[src/hw/rtl/swsfd_pkg.sv]
package swsfd_pkg;

  // capture counter and register widths
  localparam int TIME_WIDTH = 16;
  localparam int CFG_DATA_WIDTH = 16;
  localparam int CFG_INDEX_WIDTH = 2;

  // frame layout
  localparam int FRAME_BITS = 40;
  localparam int BYTE_WIDTH = 8;
  localparam int EDGE_INDEX_WIDTH = 6;
  localparam logic [EDGE_INDEX_WIDTH-1:0] REF_EDGE = EDGE_INDEX_WIDTH'(1);
  localparam logic [EDGE_INDEX_WIDTH-1:0] FIRST_BIT_EDGE = EDGE_INDEX_WIDTH'(2);
  localparam logic [EDGE_INDEX_WIDTH-1:0] LAST_BIT_EDGE =
    EDGE_INDEX_WIDTH'(FIRST_BIT_EDGE + FRAME_BITS - 1);
  localparam logic [EDGE_INDEX_WIDTH-1:0] DONE_EDGE =
    EDGE_INDEX_WIDTH'(FIRST_BIT_EDGE + FRAME_BITS);

  // input op codes
  localparam logic OP_START = 1'b0;
  localparam logic OP_EDGE = 1'b1;

  // register reset values
  localparam logic [CFG_DATA_WIDTH-1:0] WIDTH_OFFSET_RESET = CFG_DATA_WIDTH'(50);
  localparam logic [CFG_DATA_WIDTH-1:0] ONE_THRESHOLD_RESET = CFG_DATA_WIDTH'(35);

  // queue between front and back
  localparam int QUEUE_DEPTH = 4;
  localparam int QUEUE_PTR_WIDTH = $clog2(QUEUE_DEPTH);

  typedef enum logic [CFG_INDEX_WIDTH-1:0] {
    REG_WIDTH_OFFSET  = 2'd0,
    REG_ONE_THRESHOLD = 2'd1
  } cfg_reg_e;

  typedef enum logic [1:0] {
    KIND_REF      = 2'd0,
    KIND_BIT      = 2'd1,
    KIND_LAST_BIT = 2'd2
  } edge_kind_e;

  typedef struct packed {
    edge_kind_e            kind;
    logic [TIME_WIDTH-1:0] ts;
  } edge_entry_t;

  typedef struct packed {
    logic [CFG_DATA_WIDTH-1:0] width_offset;
    logic [CFG_DATA_WIDTH-1:0] one_threshold;
  } cfg_t;

endpackage

[src/hw/rtl/swsfd_front.sv]
module swsfd_front (
  input  logic                          clk,
  input  logic                          rst,
  input  logic                          in_valid,
  output logic                          in_stall,
  input  logic                          op,
  input  logic [swsfd_pkg::TIME_WIDTH-1:0] timestamp,
  input  logic                          q_full,
  output logic                          push,
  output swsfd_pkg::edge_entry_t        push_entry
);
  import swsfd_pkg::*;

  logic                        armed, armed_next;
  logic [EDGE_INDEX_WIDTH-1:0] edge_index, edge_index_next;
  logic                        accept;

  assign in_stall = q_full;
  assign accept = in_valid && !q_full;

  // start arms, discard first edge, tag the rest for the back end
  always_comb begin
    armed_next = armed;
    edge_index_next = edge_index;
    push = 1'b0;
    push_entry.kind = KIND_BIT;
    push_entry.ts = timestamp;
    if (accept) begin
      if (op == OP_START) begin
        armed_next = 1'b1;
        edge_index_next = '0;
      end else if (armed) begin
        edge_index_next = edge_index + EDGE_INDEX_WIDTH'(1);
        if (edge_index == REF_EDGE) begin
          push = 1'b1;
          push_entry.kind = KIND_REF;
        end else if (edge_index == LAST_BIT_EDGE) begin
          push = 1'b1;
          push_entry.kind = KIND_LAST_BIT;
          armed_next = 1'b0;
        end else if (edge_index != '0) begin
          push = 1'b1;
        end
      end
    end
  end

  always_ff @(posedge clk) begin
    if (rst) begin
      armed <= 1'b0;
      edge_index <= '0;
    end else begin
      armed <= armed_next;
      edge_index <= edge_index_next;
    end
  end

endmodule

[src/hw/rtl/swsfd_queue.sv]
module swsfd_queue (
  input  logic                   clk,
  input  logic                   rst,
  input  logic                   push,
  input  swsfd_pkg::edge_entry_t push_entry,
  output logic                   full,
  input  logic                   pop,
  output logic                   empty,
  output swsfd_pkg::edge_entry_t head
);
  import swsfd_pkg::*;

  edge_entry_t                entries [QUEUE_DEPTH];
  logic [QUEUE_PTR_WIDTH-1:0] wr_ptr, rd_ptr;
  logic [QUEUE_PTR_WIDTH:0]   count;
  logic                       do_push, do_pop;

  assign full = (count == (QUEUE_PTR_WIDTH+1)'(QUEUE_DEPTH));
  assign empty = (count == '0);
  assign do_push = push && !full;
  assign do_pop = pop && !empty;
  assign head = entries[rd_ptr];

  always_ff @(posedge clk) begin
    if (do_push) begin
      entries[wr_ptr] <= push_entry;
    end
  end

  always_ff @(posedge clk) begin
    if (rst) begin
      wr_ptr <= '0;
      rd_ptr <= '0;
      count <= '0;
    end else begin
      if (do_push) begin
        wr_ptr <= wr_ptr + QUEUE_PTR_WIDTH'(1);
      end
      if (do_pop) begin
        rd_ptr <= rd_ptr + QUEUE_PTR_WIDTH'(1);
      end
      case ({do_push, do_pop})
        2'b10:   count <= count + (QUEUE_PTR_WIDTH+1)'(1);
        2'b01:   count <= count - (QUEUE_PTR_WIDTH+1)'(1);
        default: count <= count;
      endcase
    end
  end

endmodule

[src/hw/rtl/swsfd_back.sv]
module swsfd_back (
  input  logic                                clk,
  input  logic                                rst,
  input  swsfd_pkg::cfg_t                     cfg,
  input  logic                                q_empty,
  input  swsfd_pkg::edge_entry_t              head,
  output logic                                pop,
  output logic                                out_valid,
  input  logic                                out_stall,
  output logic [swsfd_pkg::BYTE_WIDTH-1:0]    humidity_whole,
  output logic [swsfd_pkg::BYTE_WIDTH-1:0]    humidity_frac,
  output logic [swsfd_pkg::BYTE_WIDTH-1:0]    temperature_whole,
  output logic [swsfd_pkg::BYTE_WIDTH-1:0]    temperature_frac,
  output logic [swsfd_pkg::BYTE_WIDTH-1:0]    check_byte,
  output logic                                check_ok
);
  import swsfd_pkg::*;

  logic [TIME_WIDTH-1:0] last_edge_time;
  logic [FRAME_BITS-1:0] frame_shift;
  logic [TIME_WIDTH-1:0] period;
  logic                  bit_value;
  logic [FRAME_BITS-1:0] frame_next;
  logic [BYTE_WIDTH-1:0] byte_sum, sum_minus_one, chk_next;

  // output register free or emptying this cycle
  assign pop = !q_empty && (!out_valid || !out_stall);

  assign period = head.ts - last_edge_time - TIME_WIDTH'(cfg.width_offset);
  assign bit_value = (period > TIME_WIDTH'(cfg.one_threshold));
  assign frame_next = {frame_shift[FRAME_BITS-2:0], bit_value};

  // data bytes already sit in the old shift, so the sum runs beside the compare
  assign byte_sum = frame_next[39:32] + frame_next[31:24]
                  + frame_next[23:16] + frame_next[15:8];
  assign sum_minus_one = byte_sum - BYTE_WIDTH'(1);
  assign chk_next = frame_next[7:0];

  always_ff @(posedge clk) begin
    if (rst) begin
      last_edge_time <= '0;
      frame_shift <= '0;
      humidity_whole <= '0;
      humidity_frac <= '0;
      temperature_whole <= '0;
      temperature_frac <= '0;
      check_byte <= '0;
      check_ok <= 1'b0;
    end else if (pop) begin
      last_edge_time <= head.ts;
      if (head.kind != KIND_REF) begin
        frame_shift <= frame_next;
      end
      if (head.kind == KIND_LAST_BIT) begin
        humidity_whole <= frame_next[39:32];
        humidity_frac <= frame_next[31:24];
        temperature_whole <= frame_next[23:16];
        temperature_frac <= frame_next[15:8];
        check_byte <= chk_next;
        check_ok <= (chk_next == byte_sum) || (chk_next == sum_minus_one);
      end
    end
  end

  always_ff @(posedge clk) begin
    if (rst) begin
      out_valid <= 1'b0;
    end else if (pop && head.kind == KIND_LAST_BIT) begin
      out_valid <= 1'b1;
    end else if (!out_stall) begin
      out_valid <= 1'b0;
    end
  end

`ifndef NO_ASSERTIONS
  a_no_overwrite: assert property (@(posedge clk) disable iff (rst)
    pop |-> !(out_valid && out_stall))
    else $error("back end popped while a result was held");

  a_last_gives_result: assert property (@(posedge clk) disable iff (rst)
    (pop && head.kind == KIND_LAST_BIT) |=> out_valid)
    else $error("last bit did not load a result");

  a_ref_keeps_shift: assert property (@(posedge clk) disable iff (rst)
    (pop && head.kind == KIND_REF) |=> $stable(frame_shift))
    else $error("reference edge disturbed the frame shift");
`endif

endmodule

[src/hw/rtl/single_wire_sensor_frame_decoder.sv]
// a frame's result goes valid when the queue entry written for its last edge is popped
// into the back-end result register, which waits while a held result is stalled
// throughput: one input transaction per cycle, set by the single subtract and
// compare in the back end; a full four-entry queue stalls the input
// reset (rst, synchronous, active high) disarms the decoder, empties the queue,
// drops any held result and loads width_offset = 50, one_threshold = 35
module single_wire_sensor_frame_decoder (
  input  logic                                    clk,
  input  logic                                    rst,
  // input channel
  input  logic                                    in_valid,
  output logic                                    in_stall,
  input  logic                                    op,
  input  logic [swsfd_pkg::TIME_WIDTH-1:0]        timestamp,
  // result channel
  output logic                                    out_valid,
  input  logic                                    out_stall,
  output logic [swsfd_pkg::BYTE_WIDTH-1:0]        humidity_whole,
  output logic [swsfd_pkg::BYTE_WIDTH-1:0]        humidity_frac,
  output logic [swsfd_pkg::BYTE_WIDTH-1:0]        temperature_whole,
  output logic [swsfd_pkg::BYTE_WIDTH-1:0]        temperature_frac,
  output logic [swsfd_pkg::BYTE_WIDTH-1:0]        check_byte,
  output logic                                    check_ok,
  // register write channel
  input  logic                                    cfg_valid,
  output logic                                    cfg_ready,
  input  logic [swsfd_pkg::CFG_INDEX_WIDTH-1:0]   cfg_index,
  input  logic [swsfd_pkg::CFG_DATA_WIDTH-1:0]    cfg_data
);
  import swsfd_pkg::*;

  cfg_t        cfg;
  logic        push, pop, q_full, q_empty;
  edge_entry_t push_entry, head;

  // register writes are always accepted
  assign cfg_ready = 1'b1;

  // register file; indexes past the list are dropped
  always_ff @(posedge clk) begin
    if (rst) begin
      cfg.width_offset <= WIDTH_OFFSET_RESET;
      cfg.one_threshold <= ONE_THRESHOLD_RESET;
    end else if (cfg_valid && cfg_ready) begin
      case (cfg_index)
        REG_WIDTH_OFFSET:  cfg.width_offset <= cfg_data;
        REG_ONE_THRESHOLD: cfg.one_threshold <= cfg_data;
        default:           cfg <= cfg;
      endcase
    end
  end

  // front: tracks arming and edge count, drops starts and ignored edges,
  // tags each remaining edge as reference, data bit or final bit
  swsfd_front u_front (
    .clk        (clk),
    .rst        (rst),
    .in_valid   (in_valid),
    .in_stall   (in_stall),
    .op         (op),
    .timestamp  (timestamp),
    .q_full     (q_full),
    .push       (push),
    .push_entry (push_entry)
  );

  // short queue lets the front keep taking edges while a result waits
  swsfd_queue u_queue (
    .clk        (clk),
    .rst        (rst),
    .push       (push),
    .push_entry (push_entry),
    .full       (q_full),
    .pop        (pop),
    .empty      (q_empty),
    .head       (head)
  );

  // back: period math, bit shift-in, frame assembly and checksum
  swsfd_back u_back (
    .clk               (clk),
    .rst               (rst),
    .cfg               (cfg),
    .q_empty           (q_empty),
    .head              (head),
    .pop               (pop),
    .out_valid         (out_valid),
    .out_stall         (out_stall),
    .humidity_whole    (humidity_whole),
    .humidity_frac     (humidity_frac),
    .temperature_whole (temperature_whole),
    .temperature_frac  (temperature_frac),
    .check_byte        (check_byte),
    .check_ok          (check_ok)
  );

endmodule

[config.mk]
export PLATFORM = sky130hd
export DESIGN_NAME = single_wire_sensor_frame_decoder
export DESIGN_NICKNAME = d
export VERILOG_FILES = /design/src/hw/rtl/swsfd_pkg.sv /design/src/hw/rtl/swsfd_front.sv /design/src/hw/rtl/swsfd_queue.sv /design/src/hw/rtl/swsfd_back.sv /design/src/hw/rtl/single_wire_sensor_frame_decoder.sv
export SDC_FILE = /design/constraint.sdc
export NUM_CORES = 1
export LEC_CHECK = 0
export BUFFER_PORTS_ARGS = -buffer_cell sky130_fd_sc_hd__buf_2
export CAP_MARGIN = 5
export CORE_MARGIN = 10
export CORE_UTILIZATION = 61
export CTS_BUF_LIST = sky130_fd_sc_hd__clkbuf_4 sky130_fd_sc_hd__clkbuf_8
export CTS_CLUSTER_DIAMETER = 40
export DETAILED_ROUTE_END_ITERATION = 8
export PLACE_DENSITY = 0.83
export SYNTH_ARGS = -nofsm -noshare
export SYNTH_HDL_FRONTEND = slang
export SYNTH_SLANG_ARGS = --single-unit
[constraint.sdc]
create_clock -name clk -period 8.02 [get_ports clk]
set_clock_uncertainty 0.2 [all_clocks]
set_input_delay 0.802 -clock clk [delete_from_list [all_inputs] [get_ports clk]]
set_output_delay 0.802 -clock clk [all_outputs]
set_load 0.1 [all_outputs]
==> results of run 1 <==
==> per-layer routing <==
layer | wire, microns | up-vias | GRT usage
met2 | 10280 | 191 | 0.3173
li1 | - | 3682 | -
met1 | 9472 | 3590 | 0.2510
met3 | 1229 | 41 | 0.04076
met5 | 0 | - | 0
met4 | 484 | 0 | 0.06968
==> area by class of cell <==
class / count / area share
clock inverters: 15 / 0.01288
flip-flops and latches: 217 / 0.4383
inverters: 66 / 0.02144
repair buffers: 90 / 0.04093
clock buffers: 49 / 0.05240
well taps: 220 / 0.02382
multi-input cells: 707 / 0.4102
==> kinds of logic (layout without fill, tap and decap cells) <==
kind of cell    Yosys count  after routing  synth area share
compound gates          202            202            0.1130
xor+xnor                 48             48           0.04253
fa+ha+maj                77             77            0.1161
buf+inv                 115            220           0.04338
flops                   217            217            0.4947
mux                      20             20           0.04204
other cells               1              1         0.0003663
simple gates            359            359            0.1479
==> sequential cells by signal, indices dropped and copies added (netlist names), 3 cells and up, named ones only <==
name and cells:
u_back.humidity_frac 8, u_queue.entries 72, u_front.edge_index 6, u_back.temperature_frac 8
u_back.humidity_whole 8, u_back.last_edge_time 16, u_queue.count 3, u_back.frame_shift 39
cfg 32, u_back.temperature_whole 8, u_back.check_byte 8
==> final timing paths <==
kind                                                 to  slack [ns]  depth (start not counted)
setup / recovery           u_back.check_ok$_SDFFE_PP0P_        2.19                         18
setup reg to reg           u_back.check_ok$_SDFFE_PP0P_        2.19                         18
hold / removal    u_back.humidity_whole[5]$_SDFFE_PP0P_        0.25                          2
hold reg to reg   u_back.humidity_whole[5]$_SDFFE_PP0P_        0.25                          2
==> worst reg2reg max path: stages (launching register included) <==
cell,delay (ns)
sky130_fd_sc_hd__dfxtp_1,0.83
sky130_fd_sc_hd__mux4_2,0.46
sky130_fd_sc_hd__fa_1,0.49
sky130_fd_sc_hd__ha_1,0.36
sky130_fd_sc_hd__nor2b_1,0.15
sky130_fd_sc_hd__o21ai_0,0.18
sky130_fd_sc_hd__a21boi_0,0.17
sky130_fd_sc_hd__nor4_1,0.30
sky130_fd_sc_hd__o31ai_1,0.16
sky130_fd_sc_hd__o41ai_1,0.34
sky130_fd_sc_hd__xnor2_1,0.11
sky130_fd_sc_hd__ha_1,0.31
sky130_fd_sc_hd__nand3_1,0.13
sky130_fd_sc_hd__a2111oi_0,0.39
sky130_fd_sc_hd__o32ai_1,0.18
sky130_fd_sc_hd__a21oi_1,0.35
sky130_fd_sc_hd__xnor2_1,0.16
sky130_fd_sc_hd__a41o_1,0.21
sky130_fd_sc_hd__or2_1,0.21
==> power groups by stage <==
| stage | registers, mW | clock network (mW) | logic [mW] |
|---|---|---|---|
| after floorplan | 1.27 | 0 | 1.19 |
| after global placement | 1.25 | 0 | 1.46 |
| after detailed placement | 1.26 | 0 | 1.52 |
| after CTS | 1.23 | 1.03 | 1.54 |
| after global routing | 1.24 | 1.08 | 1.75 |
| final | 1.23 | 1.01 | 1.55 |
==> synth_stat cells, types with 3 or more instances <==
cell type,instances
sky130_fd_sc_hd__nor2b_1,6
sky130_fd_sc_hd__o21bai_1,3
sky130_fd_sc_hd__buf_1,5
sky130_fd_sc_hd__a21oi_1,143
sky130_fd_sc_hd__inv_1,66
sky130_fd_sc_hd__edfxtp_1,72
sky130_fd_sc_hd__a21o_1,6
sky130_fd_sc_hd__a21oi_2,3
sky130_fd_sc_hd__a2111oi_0,3
sky130_fd_sc_hd__o21ai_0,16
sky130_fd_sc_hd__dfxtp_1,145
sky130_fd_sc_hd__clkbuf_1,41
sky130_fd_sc_hd__ha_1,47
sky130_fd_sc_hd__xnor2_1,25
sky130_fd_sc_hd__nand3_1,4
sky130_fd_sc_hd__xor2_1,22
sky130_fd_sc_hd__mux4_2,18
sky130_fd_sc_hd__and3_1,3
sky130_fd_sc_hd__nor3_1,5
sky130_fd_sc_hd__nor4b_1,3
sky130_fd_sc_hd__a21boi_0,3
sky130_fd_sc_hd__fa_1,30
sky130_fd_sc_hd__a211o_1,5
sky130_fd_sc_hd__nor2_1,43
sky130_fd_sc_hd__nand3b_1,3
sky130_fd_sc_hd__nand2b_1,6
sky130_fd_sc_hd__nand4_1,7
sky130_fd_sc_hd__nand2_1,257
sky130_fd_sc_hd__or3_1,4
sky130_fd_sc_hd__and2_1,5
==> metrics by stage <==
| stage | hold slack [ns] | worst slack (ns) | std cells | cell area [sq um] |
|---|---|---|---|---|
| CTS | 0.2469 | 2.191 | 1364 | 11560 |
| global placement | 0.2390 | 2.433 | 1300 | 10800 |
| floorplan | 0.2363 | 2.443 | 1039 | 10240 |
| global route | 0.2516 | 1.550 | 1364 | 11560 |
| finish | 0.2493 | 2.194 | 1364 | 11560 |
| detailed placement | 0.2439 | 2.300 | 1300 | 10800 |
==> metrics.txt, run 1 <==
status=finished, final reports clean; total CTS buffers=38; maximum ir drop on the vdd rail=0.2366 mV; pin count of the biggest net entering global routing=86; global placer's final weighted congestion=0.8845; power density normalized to cell area=328.5 nW/um^2; Worst Max-Slew Pin Slew=0.9311 ns; required time at the endpoint of the critical path=8.23 ns; Bufs and invs on worst path=0; buffers added on ports=82; signed area change from the synthesized netlist to the final layout=12.87%; leading post-synthesis cells by cell area=sky130_fd_sc_hd__dfxtp_1 28%, sky130_fd_sc_hd__edfxtp_1 21%, sky130_fd_sc_hd__nand2_1 9.4%, sky130_fd_sc_hd__a21oi_1 7.0%, sky130_fd_sc_hd__fa_1 5.9%; max-slew violation total from the final report=0; Initial Util=0.6196; library cell with the largest summed area after synthesis=sky130_fd_sc_hd__dfxtp_1; fraction of post-synthesis cell area in the top cell type by area=0.2835; detailed-routing iteration count for the pre-antenna-repair pass=5; die area=22370 sq um; mean instance size in the synthesized netlist=9.854 sq um; clock root buffer=sky130_fd_sc_hd__clkbuf_8; FP Rows=47; net switching power of the design=1.385 mW; max-cap violation count=0; overall global routing resource usage=0.1945; post-CTS setup buffer count=0; total power of the final layout=3.796 mW; kind of start point of the critical path=flip-flop; DRC Markers=0; sum of overflow across all layers after global routing=0; synthesized instance count=1039; post-detailed-routing wire length=21.46 mm; number of sinks on the clock net=217; kind of cell with the highest combined delay on the critical path=compound AO/OA/AOI/OAI gates; Switching Share=0.3649; total number of yosys warnings=0; kind of critical path=reg2reg; final critical-path share of the clock period=0.7264; area used by multi-input combinational logic=4741 sq um; average wire per cell in the routed design=15.73 microns; clock transition at the registers of the reported paths=0.06 ns; cells resized by post-CTS repair=0; total negative slack for setup checks=0 ns; count of fill cells added during filler insertion=1216; final-report setup violation count=0; final hold violation count=0; fin crit period=5.826 ns; Die Ht=149.6 microns; share of flip-flops with an asynchronous set or reset after synthesis=0; count of flip-flops with a built-in enable after synthesis=72; setup repair after global routing missed its margin=false; area of the mapped netlist=10240 sq um; crit-path max FO=18; Floorplan Core Area=16520 sq um; number of global-route vias before repair=7557; count of nets after finishing=1237; post-synthesis net count=1156; most used cells in the layout excluding fill and tap cells=257 x sky130_fd_sc_hd__nand2_1, 145 x sky130_fd_sc_hd__dfxtp_1, 143 x sky130_fd_sc_hd__a21oi_1; Hold Buf Count CTS=0; HPWL after DPL=15.21 mm; headroom to the max-slew limit=0.3793; start point of the worst hold path=u_back.humidity_whole[5]$_SDFFE_PP0P_; first-pass GRT wire length=36.02 mm; internal power contribution=2.411 mW; arrival time of data at the critical path endpoint=6.04 ns; number of top-level pins=84; Detail Route Antenna Nets=0; highest achievable clock rate=171.6 MHz; Register Area=5065 sq um; die span in x=149.6 microns; number of antenna violations at the first check in global routing=0; sequential share of power=0.325; DR vias/cell=5.501; Core Util, Final=0.6993; portion of the post-synthesis area used by sequential elements=0.4947; share of final-layout standard cells stronger than drive strength 1=0.1573; number of unique standard cell types used by synthesis=63; vias post-DR=7504; largest buffer count on any clock path=3; most common library cell in the layout ignoring fill and taps=sky130_fd_sc_hd__nand2_1; CP max-delay cell=sky130_fd_sc_hd__dfxtp_1; Crit. End Element=flip-flop; clock network fraction of design power=0.266; Comb pwr share=0.409; clock latency of the later-clocked register in the worst-skew pair=0.54 ns; CTS tree=yes; top flip-flop cell by instance count after synthesis=sky130_fd_sc_hd__dfxtp_1; number of H-tree levels=2; number of diodes added for antenna fixing=0; CP Cell Sequence=mux4_2 -> fa_1 -> ha_1 -> nor2b_1 -> o21ai_0 -> a21boi_0 -> nor4_1 -> o31ai_1 -> o41ai_1 -> xnor2_1 -> ha_1 -> nand3_1 -> a2111oi_0 -> o32ai_1 -> a21oi_1 -> xnor2_1 -> a41o_1 -> or2_1; path class of the lowest-slack min-delay path=reg2reg; post-synthesis sequential element count=217; P_leak=4.363 nW; CP peak stage delay=0.83 ns; violation count after the first detailed-routing iteration=417
Note: power is estimated with default switching activity, not from simulation.
==> inputs of run 2 (changes only) <==
CORE_UTILIZATION = 56   (was 61)
PLACE_DENSITY = 0.8   (was 0.83)
clock period = 5.3 ns   (was 8.02 ns; I/O delays follow)
==> metrics.txt, run 2 (synthesis results as in run 1) <==
max FFs per register=72 (unchanged); Global Route met2 Usage=0.2946 (-0.02273); kind of critical path=reg2reg; max-slew violation total from the final report=0 (unchanged); global placer's final weighted congestion=0.8258 (-6.6%); number of global-route vias before repair=7630 (+0.97%); number of diodes added for antenna fixing=0 (unchanged); die area=24090 sq um (+7.7%); count of nets after finishing=1260 (+1.9%); DRC Markers=0 (unchanged); clock root buffer=sky130_fd_sc_hd__clkbuf_8; Worst Max-Slew Pin Slew=1.011 ns (+0.08004 ns); detailed-routing iteration count for the pre-antenna-repair pass=5 (unchanged); Floorplan Core Area=17960 sq um (+8.7%); most common library cell in the layout ignoring fill and taps=sky130_fd_sc_hd__nand2_1; Most flops, register=u_queue.entries; share of final-layout standard cells stronger than drive strength 1=0.1779 (+0.02059); number of antenna violations at the first check in global routing=0 (unchanged); max-cap violation count=0 (unchanged); start point of the worst hold path=timestamp[2]; met1 track utilization from global routing=0.2314 (-0.01959); first-pass GRT wire length=36.61 mm (+1.6%); sum of overflow across all layers after global routing=0 (unchanged); P_leak=4.513 nW (+3.4%); number of top-level pins=84 (unchanged); violation count after the first detailed-routing iteration=521 (+25%); clock transition at the registers of the reported paths=0.06 ns (about the same); DR vias/cell=5.418 (-1.5%); Crit. End Element=flip-flop; largest buffer count on any clock path=3 (unchanged); total negative slack for setup checks=0 ns (unchanged); final-report setup violation count=0 (unchanged); CTS tree=yes; HPWL after DPL=15.15 mm (-0.43%); Initial Util=0.5700 (-0.04963); clock latency of the later-clocked register in the worst-skew pair=0.53 ns (about the same); headroom to the max-slew limit=0.3259 (-0.05336); number of sinks on the clock net=217 (unchanged); path class of the lowest-slack min-delay path=in2reg; post-detailed-routing wire length=21.94 mm (+2.2%); arrival time of data at the critical path endpoint=5.31 ns (-0.73 ns); crit-path max FO=7 (-11); Die Ht=155.2 microns (+3.8%); Detail Route Antenna Nets=0 (unchanged); Core Util, Final=0.6634 (-0.03596); highest achievable clock rate=196.6 MHz (+15%); die span in x=155.2 microns (+3.8%); GR met3 Demand/Resource=0.03970 (-0.001059); power density normalized to cell area=516.5 nW/um^2 (+57%); total CTS buffers=38 (unchanged); final hold violation count=0 (unchanged); number of H-tree levels=2 (unchanged); overall global routing resource usage=0.1804 (-0.01416); most crowded layer after global routing=met2; average wire per cell in the routed design=15.69 microns (-0.27%); required time at the endpoint of the critical path=5.52 ns (-2.71 ns); final critical-path share of the clock period=0.9598 (+0.2334); vias post-DR=7575 (+0.95%); kind of start point of the critical path=flip-flop; most used cells in the layout excluding fill and tap cells=257 x sky130_fd_sc_hd__nand2_1, 144 x sky130_fd_sc_hd__dfxtp_1, 142 x sky130_fd_sc_hd__a21oi_1; maximum ir drop on the vdd rail=0.3049 mV (+29%); FP Rows=49 (+4.3%); buffers added on ports=82 (unchanged); signed area change from the synthesized netlist to the final layout=16.39%; pin count of the biggest net entering global routing=99 (+15%); fin crit period=5.087 ns (-0.7391 ns); status=finished, final reports clean; leading registers by flop count=u_queue.entries x72, u_back.frame_shift x39, cfg x32
-- run 2: changes by cell type in the layout (fill, tap and decap cells not counted), moves of 2 or more --
cell and delta:
sky130_fd_sc_hd__a21boi_1 +2, sky130_fd_sc_hd__ha_1 -3, sky130_fd_sc_hd__buf_4 +9, sky130_fd_sc_hd__inv_6 +2, sky130_fd_sc_hd__clkinv_1 -3, sky130_fd_sc_hd__clkbuf_8 +6, sky130_fd_sc_hd__a2111oi_0 -2, sky130_fd_sc_hd__dlygate4sd3_1 +13
sky130_fd_sc_hd__a21boi_0 -2, sky130_fd_sc_hd__ha_4 +2
-- run 2: report_power, final --
part           internal [mW]  switching (mW)
clock network          0.899           0.680
logic                   1.21            1.50
registers               1.81          0.0572
-- run 2: layer usage --
metal  vias to the layer above  part of all wire
met2                       206              0.48
li1                       3717                 -
met5                         -                 0
met3                        48             0.057
met1                      3604              0.44
met4                         0             0.021
-- run 2: final cells by class --
cell class / count / area [sq um]
fillers: 1357 / 6047
clock buffers: 56 / 695.7
repair buffers: 113 / 685.7
multi-input cells: 707 / 4837
inverters: 66 / 247.7
clock inverters: 10 / 95.09
well taps: 229 / 286.5
flip-flops and latches: 217 / 5069
-- run 2: metrics by stage --
stage                     cell area, sq um  hold WS [ns]  setup WS [ns]  power, mW  instances
after floorplan                      10240        0.2363       0.002511      3.723       1039
after global placement               10870        0.2393      -0.008607      4.189       1317
after detailed placement             10870        0.2451        -0.1404      4.255       1317
after CTS                            11840      0.004690       0.003691      5.962       1397
after global routing                 11920       0.01912       -0.01155      6.579       1398
final                                11920       0.02846         0.2131      6.155       1398
-- run 2: final timing paths --
kind,end,slack [ns],cells past startpoint
setup reg to reg,u_back.check_ok$_SDFFE_PP0P_,0.21,19
hold / removal,u_queue.entries[0][2]$_DFFE_PP_,0.03,1
hold reg to reg,u_back.humidity_frac[4]$_SDFFE_PP0P_,0.25,2
setup / recovery,u_back.check_ok$_SDFFE_PP0P_,0.21,19
-- run 2: worst max-delay path, stage by stage, from the launching register on --
cell	delay [ns]
sky130_fd_sc_hd__dfxtp_4	0.37
sky130_fd_sc_hd__buf_8	0.13
sky130_fd_sc_hd__mux4_2	0.52
sky130_fd_sc_hd__fa_1	0.55
sky130_fd_sc_hd__ha_4	0.23
sky130_fd_sc_hd__a21o_1	0.20
sky130_fd_sc_hd__or4_1	0.41
sky130_fd_sc_hd__o211ai_1	0.13
sky130_fd_sc_hd__a21oi_2	0.08
sky130_fd_sc_hd__mux2_4	0.31
sky130_fd_sc_hd__a21oi_2	0.14
sky130_fd_sc_hd__xnor2_1	0.08
sky130_fd_sc_hd__ha_1	0.34
sky130_fd_sc_hd__nand3_2	0.13
sky130_fd_sc_hd__buf_4	0.16
sky130_fd_sc_hd__nor4b_1	0.36
sky130_fd_sc_hd__a21oi_2	0.11
sky130_fd_sc_hd__xnor2_2	0.17
sky130_fd_sc_hd__a41o_1	0.18
sky130_fd_sc_hd__or2_1	0.19
-- run 2: timing repair --
item,CTS,global route
hold endpoints to repair,41,0
pin swaps,5,10
resized for setup,9,13
setup endpoints to repair,1,3
hold buffers,13,0
setup buffers,1,1
==> inputs of run 3 (changes only) <==
CORE_ASPECT_RATIO = 1.75   (was unset)
==> metrics.txt, run 3 (synthesis results as in run 1) <==
count of nets after finishing=1258 (-0.16%); total CTS buffers=30 (-21%); Most flops, register=u_queue.entries; number of diodes added for antenna fixing=0 (unchanged); kind of critical path=reg2reg; register-to-register setup slack=0.16 ns (-0.05 ns); CP max-delay cell=sky130_fd_sc_hd__mux4_2; die span in x=122.2 microns (-21%); DRC Markers=0 (unchanged); highest achievable clock rate=194.6 MHz (-1.0%); final-report setup violation count=0 (unchanged); die area=24310 sq um (+0.89%); end of the worst register-to-register path=u_back.check_ok$_SDFFE_PP0P_; HPWL after DPL=16.42 mm (+8.4%); clock latency of the later-clocked register in the worst-skew pair=0.55 ns (+0.02 ns); path class of the lowest-slack min-delay path=in2reg; vias post-DR=7518 (-0.75%); largest buffer count on any clock path=3 (unchanged); max-slew violation total from the final report=0 (unchanged); number of global-route vias before repair=7730 (+1.3%); arrival time of data at the critical path endpoint=5.37 ns (+0.06 ns); violation count after the first detailed-routing iteration=467 (-10%); number of sinks on the clock net=217 (unchanged); Detail Route Antenna Nets=0 (unchanged); max-cap violation count=0 (unchanged); status=finished, final reports clean; clock root buffer=sky130_fd_sc_hd__clkbuf_8; leading registers by flop count=u_queue.entries x72, u_back.frame_shift x39, cfg x32; endpoint of the most critical setup path=u_back.check_ok$_SDFFE_PP0P_; FP Rows=65 (+33%); fin crit period=5.138 ns (+0.05127 ns); CP peak stage delay=0.52 ns (-0.03 ns); CP Cell Sequence=buf_4 -> mux4_2 -> fa_1 -> ha_1 -> nor2b_1 -> o21ai_1 -> a21boi_1 -> nor4_2 -> o31ai_2 -> o41ai_2 -> xnor2_1 -> ha_1 -> nand3_1 -> a2111oi_2 -> o32ai_1 -> a21oi_2 -> xnor2_1 -> a41o_1 -> or2_1; signed area change from the synthesized netlist to the final layout=16.41% (about the same); post-detailed-routing wire length=22.10 mm (+0.74%); maximum ir drop on the vdd rail=0.3399 mV (+11%); DP Worst Slack=-0.2183 ns (-0.07789 ns); clock transition at the registers of the reported paths=0.07 ns (about the same); pin count of the biggest net entering global routing=73 (-26%); buffers added on ports=82 (unchanged); number of top-level pins=84 (unchanged); overall global routing resource usage=0.1810 (+0.0006389); share of final-layout standard cells stronger than drive strength 1=0.1708 (-0.007114); Floorplan Core Area=17970 sq um (about the same); Initial Util=0.5696 (about the same); first-pass GRT wire length=36.29 mm (-0.88%); kind of start point of the critical path=flip-flop; average wire per cell in the routed design=15.80 microns (+0.67%); required time at the endpoint of the critical path=5.53 ns (about the same); power density normalized to cell area=509.5 nW/um^2 (-1.4%); headroom to the max-slew limit=0.2398 (-0.08612); DR vias/cell=5.374 (-0.82%); final critical-path share of the clock period=0.9695 (+0.009673); P_leak=4.517 nW (about the same); setup repair after global routing missed its margin=false; total negative slack for setup checks=0 ns (unchanged); number of antenna violations at the first check in global routing=0 (unchanged); final hold violation count=0 (unchanged); global placer's final weighted congestion=0.9034 (+9.4%); count of fill cells added during filler insertion=1394 (+2.7%); most used cells in the layout excluding fill and tap cells=257 x sky130_fd_sc_hd__nand2_1, 144 x sky130_fd_sc_hd__dfxtp_1, 142 x sky130_fd_sc_hd__a21oi_1; number of H-tree levels=1 (-1); Die Ht=198.9 microns (+28%); detailed-routing iteration count for the pre-antenna-repair pass=5 (unchanged); final setup slack of the worst path=0.1619 ns (-0.05127 ns); crit-path max FO=3 (-4); depth of the worst register-to-register path=19 (unchanged); Crit. End Element=flip-flop; Worst Max-Slew Pin Slew=1.135 ns (+0.1242 ns); sum of overflow across all layers after global routing=0 (unchanged); max FFs per register=72 (unchanged); most common library cell in the layout ignoring fill and taps=sky130_fd_sc_hd__nand2_1; CTS tree=yes
## run 3: cell types whose count changed in the layout (fill, tap and decap cells not counted), moves of 2 or more
cell                            previous run  this run
sky130_fd_sc_hd__buf_4                    18        21
sky130_fd_sc_hd__bufinv_16                 1         4
sky130_fd_sc_hd__clkinv_1                  2         0
sky130_fd_sc_hd__clkbuf_4                 12         9
sky130_fd_sc_hd__clkbuf_8                 44        41
sky130_fd_sc_hd__inv_6                     2         0
sky130_fd_sc_hd__dlygate4sd3_1            13        16
## run 3: repair_timing
action / CTS / global route
pin swaps: 1 / 5
gates cloned: 0 / 0
buffers inserted: 1 / 3
hold buffers: 16 / 0
endpoints found under the setup margin: 1 / 3
endpoints found under the hold margin: 57 / 0
resized for setup: 6 / 8
## run 3: metal layers
metal	global-route usage	vias up	part of all wire
met1	0.1816	3576	0.36
met4	0.09465	0	0.050
met2	0.3437	162	0.55
met3	0.02838	67	0.040
met5	0	-	0
li1	-	3713	-
## run 3: worst min path at each step
stage / startpoint / end / slack (ns) / depth (start not counted)
floorplan: cfg[10]$_SDFFE_PP0P_ / cfg[10]$_SDFFE_PP0P_ / 0.24 / 2
finish: cfg_data[5] / cfg[21]$_SDFFE_PP1P_ / 0.02 / 2
global placement: u_back.temperature_whole[0]$_SDFFE_PP0P_ / u_back.temperature_whole[0]$_SDFFE_PP0P_ / 0.24 / 2
CTS: cfg_data[5] / cfg[21]$_SDFFE_PP1P_ / 0.002 / 2
global route: timestamp[2] / u_queue.entries[1][2]$_DFFE_PP_ / 0.005 / 1
detailed placement: u_back.humidity_frac[0]$_SDFFE_PP0P_ / u_back.humidity_frac[0]$_SDFFE_PP0P_ / 0.24 / 2
## run 3: final cells by class
| class | count | area [sq um] | share of cell area |
|---|---|---|---|
| Clock buffer | 50 | 631.9 | 0.05301 |
| Clock inverter | 6 | 136.4 | 0.01144 |
| Inverter | 66 | 247.7 | 0.02079 |
| Multi-Input combinational cell | 707 | 4801 | 0.4028 |
| Sequential cell | 217 | 5066 | 0.4250 |
| Tap cell | 234 | 292.8 | 0.02456 |
| Timing Repair Buffer | 119 | 743.2 | 0.06236 |
## run 3: critical path, delay by kind of cell, from the launching register on
kind	cells	cell delay (ns)
and+or+nand+nor	4	0.88
adders and majority gates	3	1.12
AOI/OAI and AO/OA	8	1.57
muxes	1	0.52
xor gates and xnor gates	2	0.25
buffers and inverters	1	0.13
DFF	1	0.36
## run 3: per-stage QoR
step | power, mW | std cells | utilization | area [sq um] | hold slack [ns]
CTS | 6.003 | 1396 | 0.6595 | 11850 | 0.002138
global placement | 4.281 | 1323 | 0.6064 | 10900 | 0.2388
detailed placement | 4.347 | 1323 | 0.6064 | 10900 | 0.2434
floorplan | 3.723 | 1039 | - | 10240 | 0.2363
global route | 6.463 | 1399 | 0.6631 | 11920 | 0.004825
finish | 6.073 | 1399 | 0.6631 | 11920 | 0.02462
## run 3: power by group
part	leakage, nW	internal, mW	switching [mW]	total [mW]
Combinational	2.28	1.18	1.47	2.65
Clock	0.397	0.948	0.613	1.56
Sequential	1.84	1.80	0.0572	1.86
Total	4.52	3.94	2.14	6.07
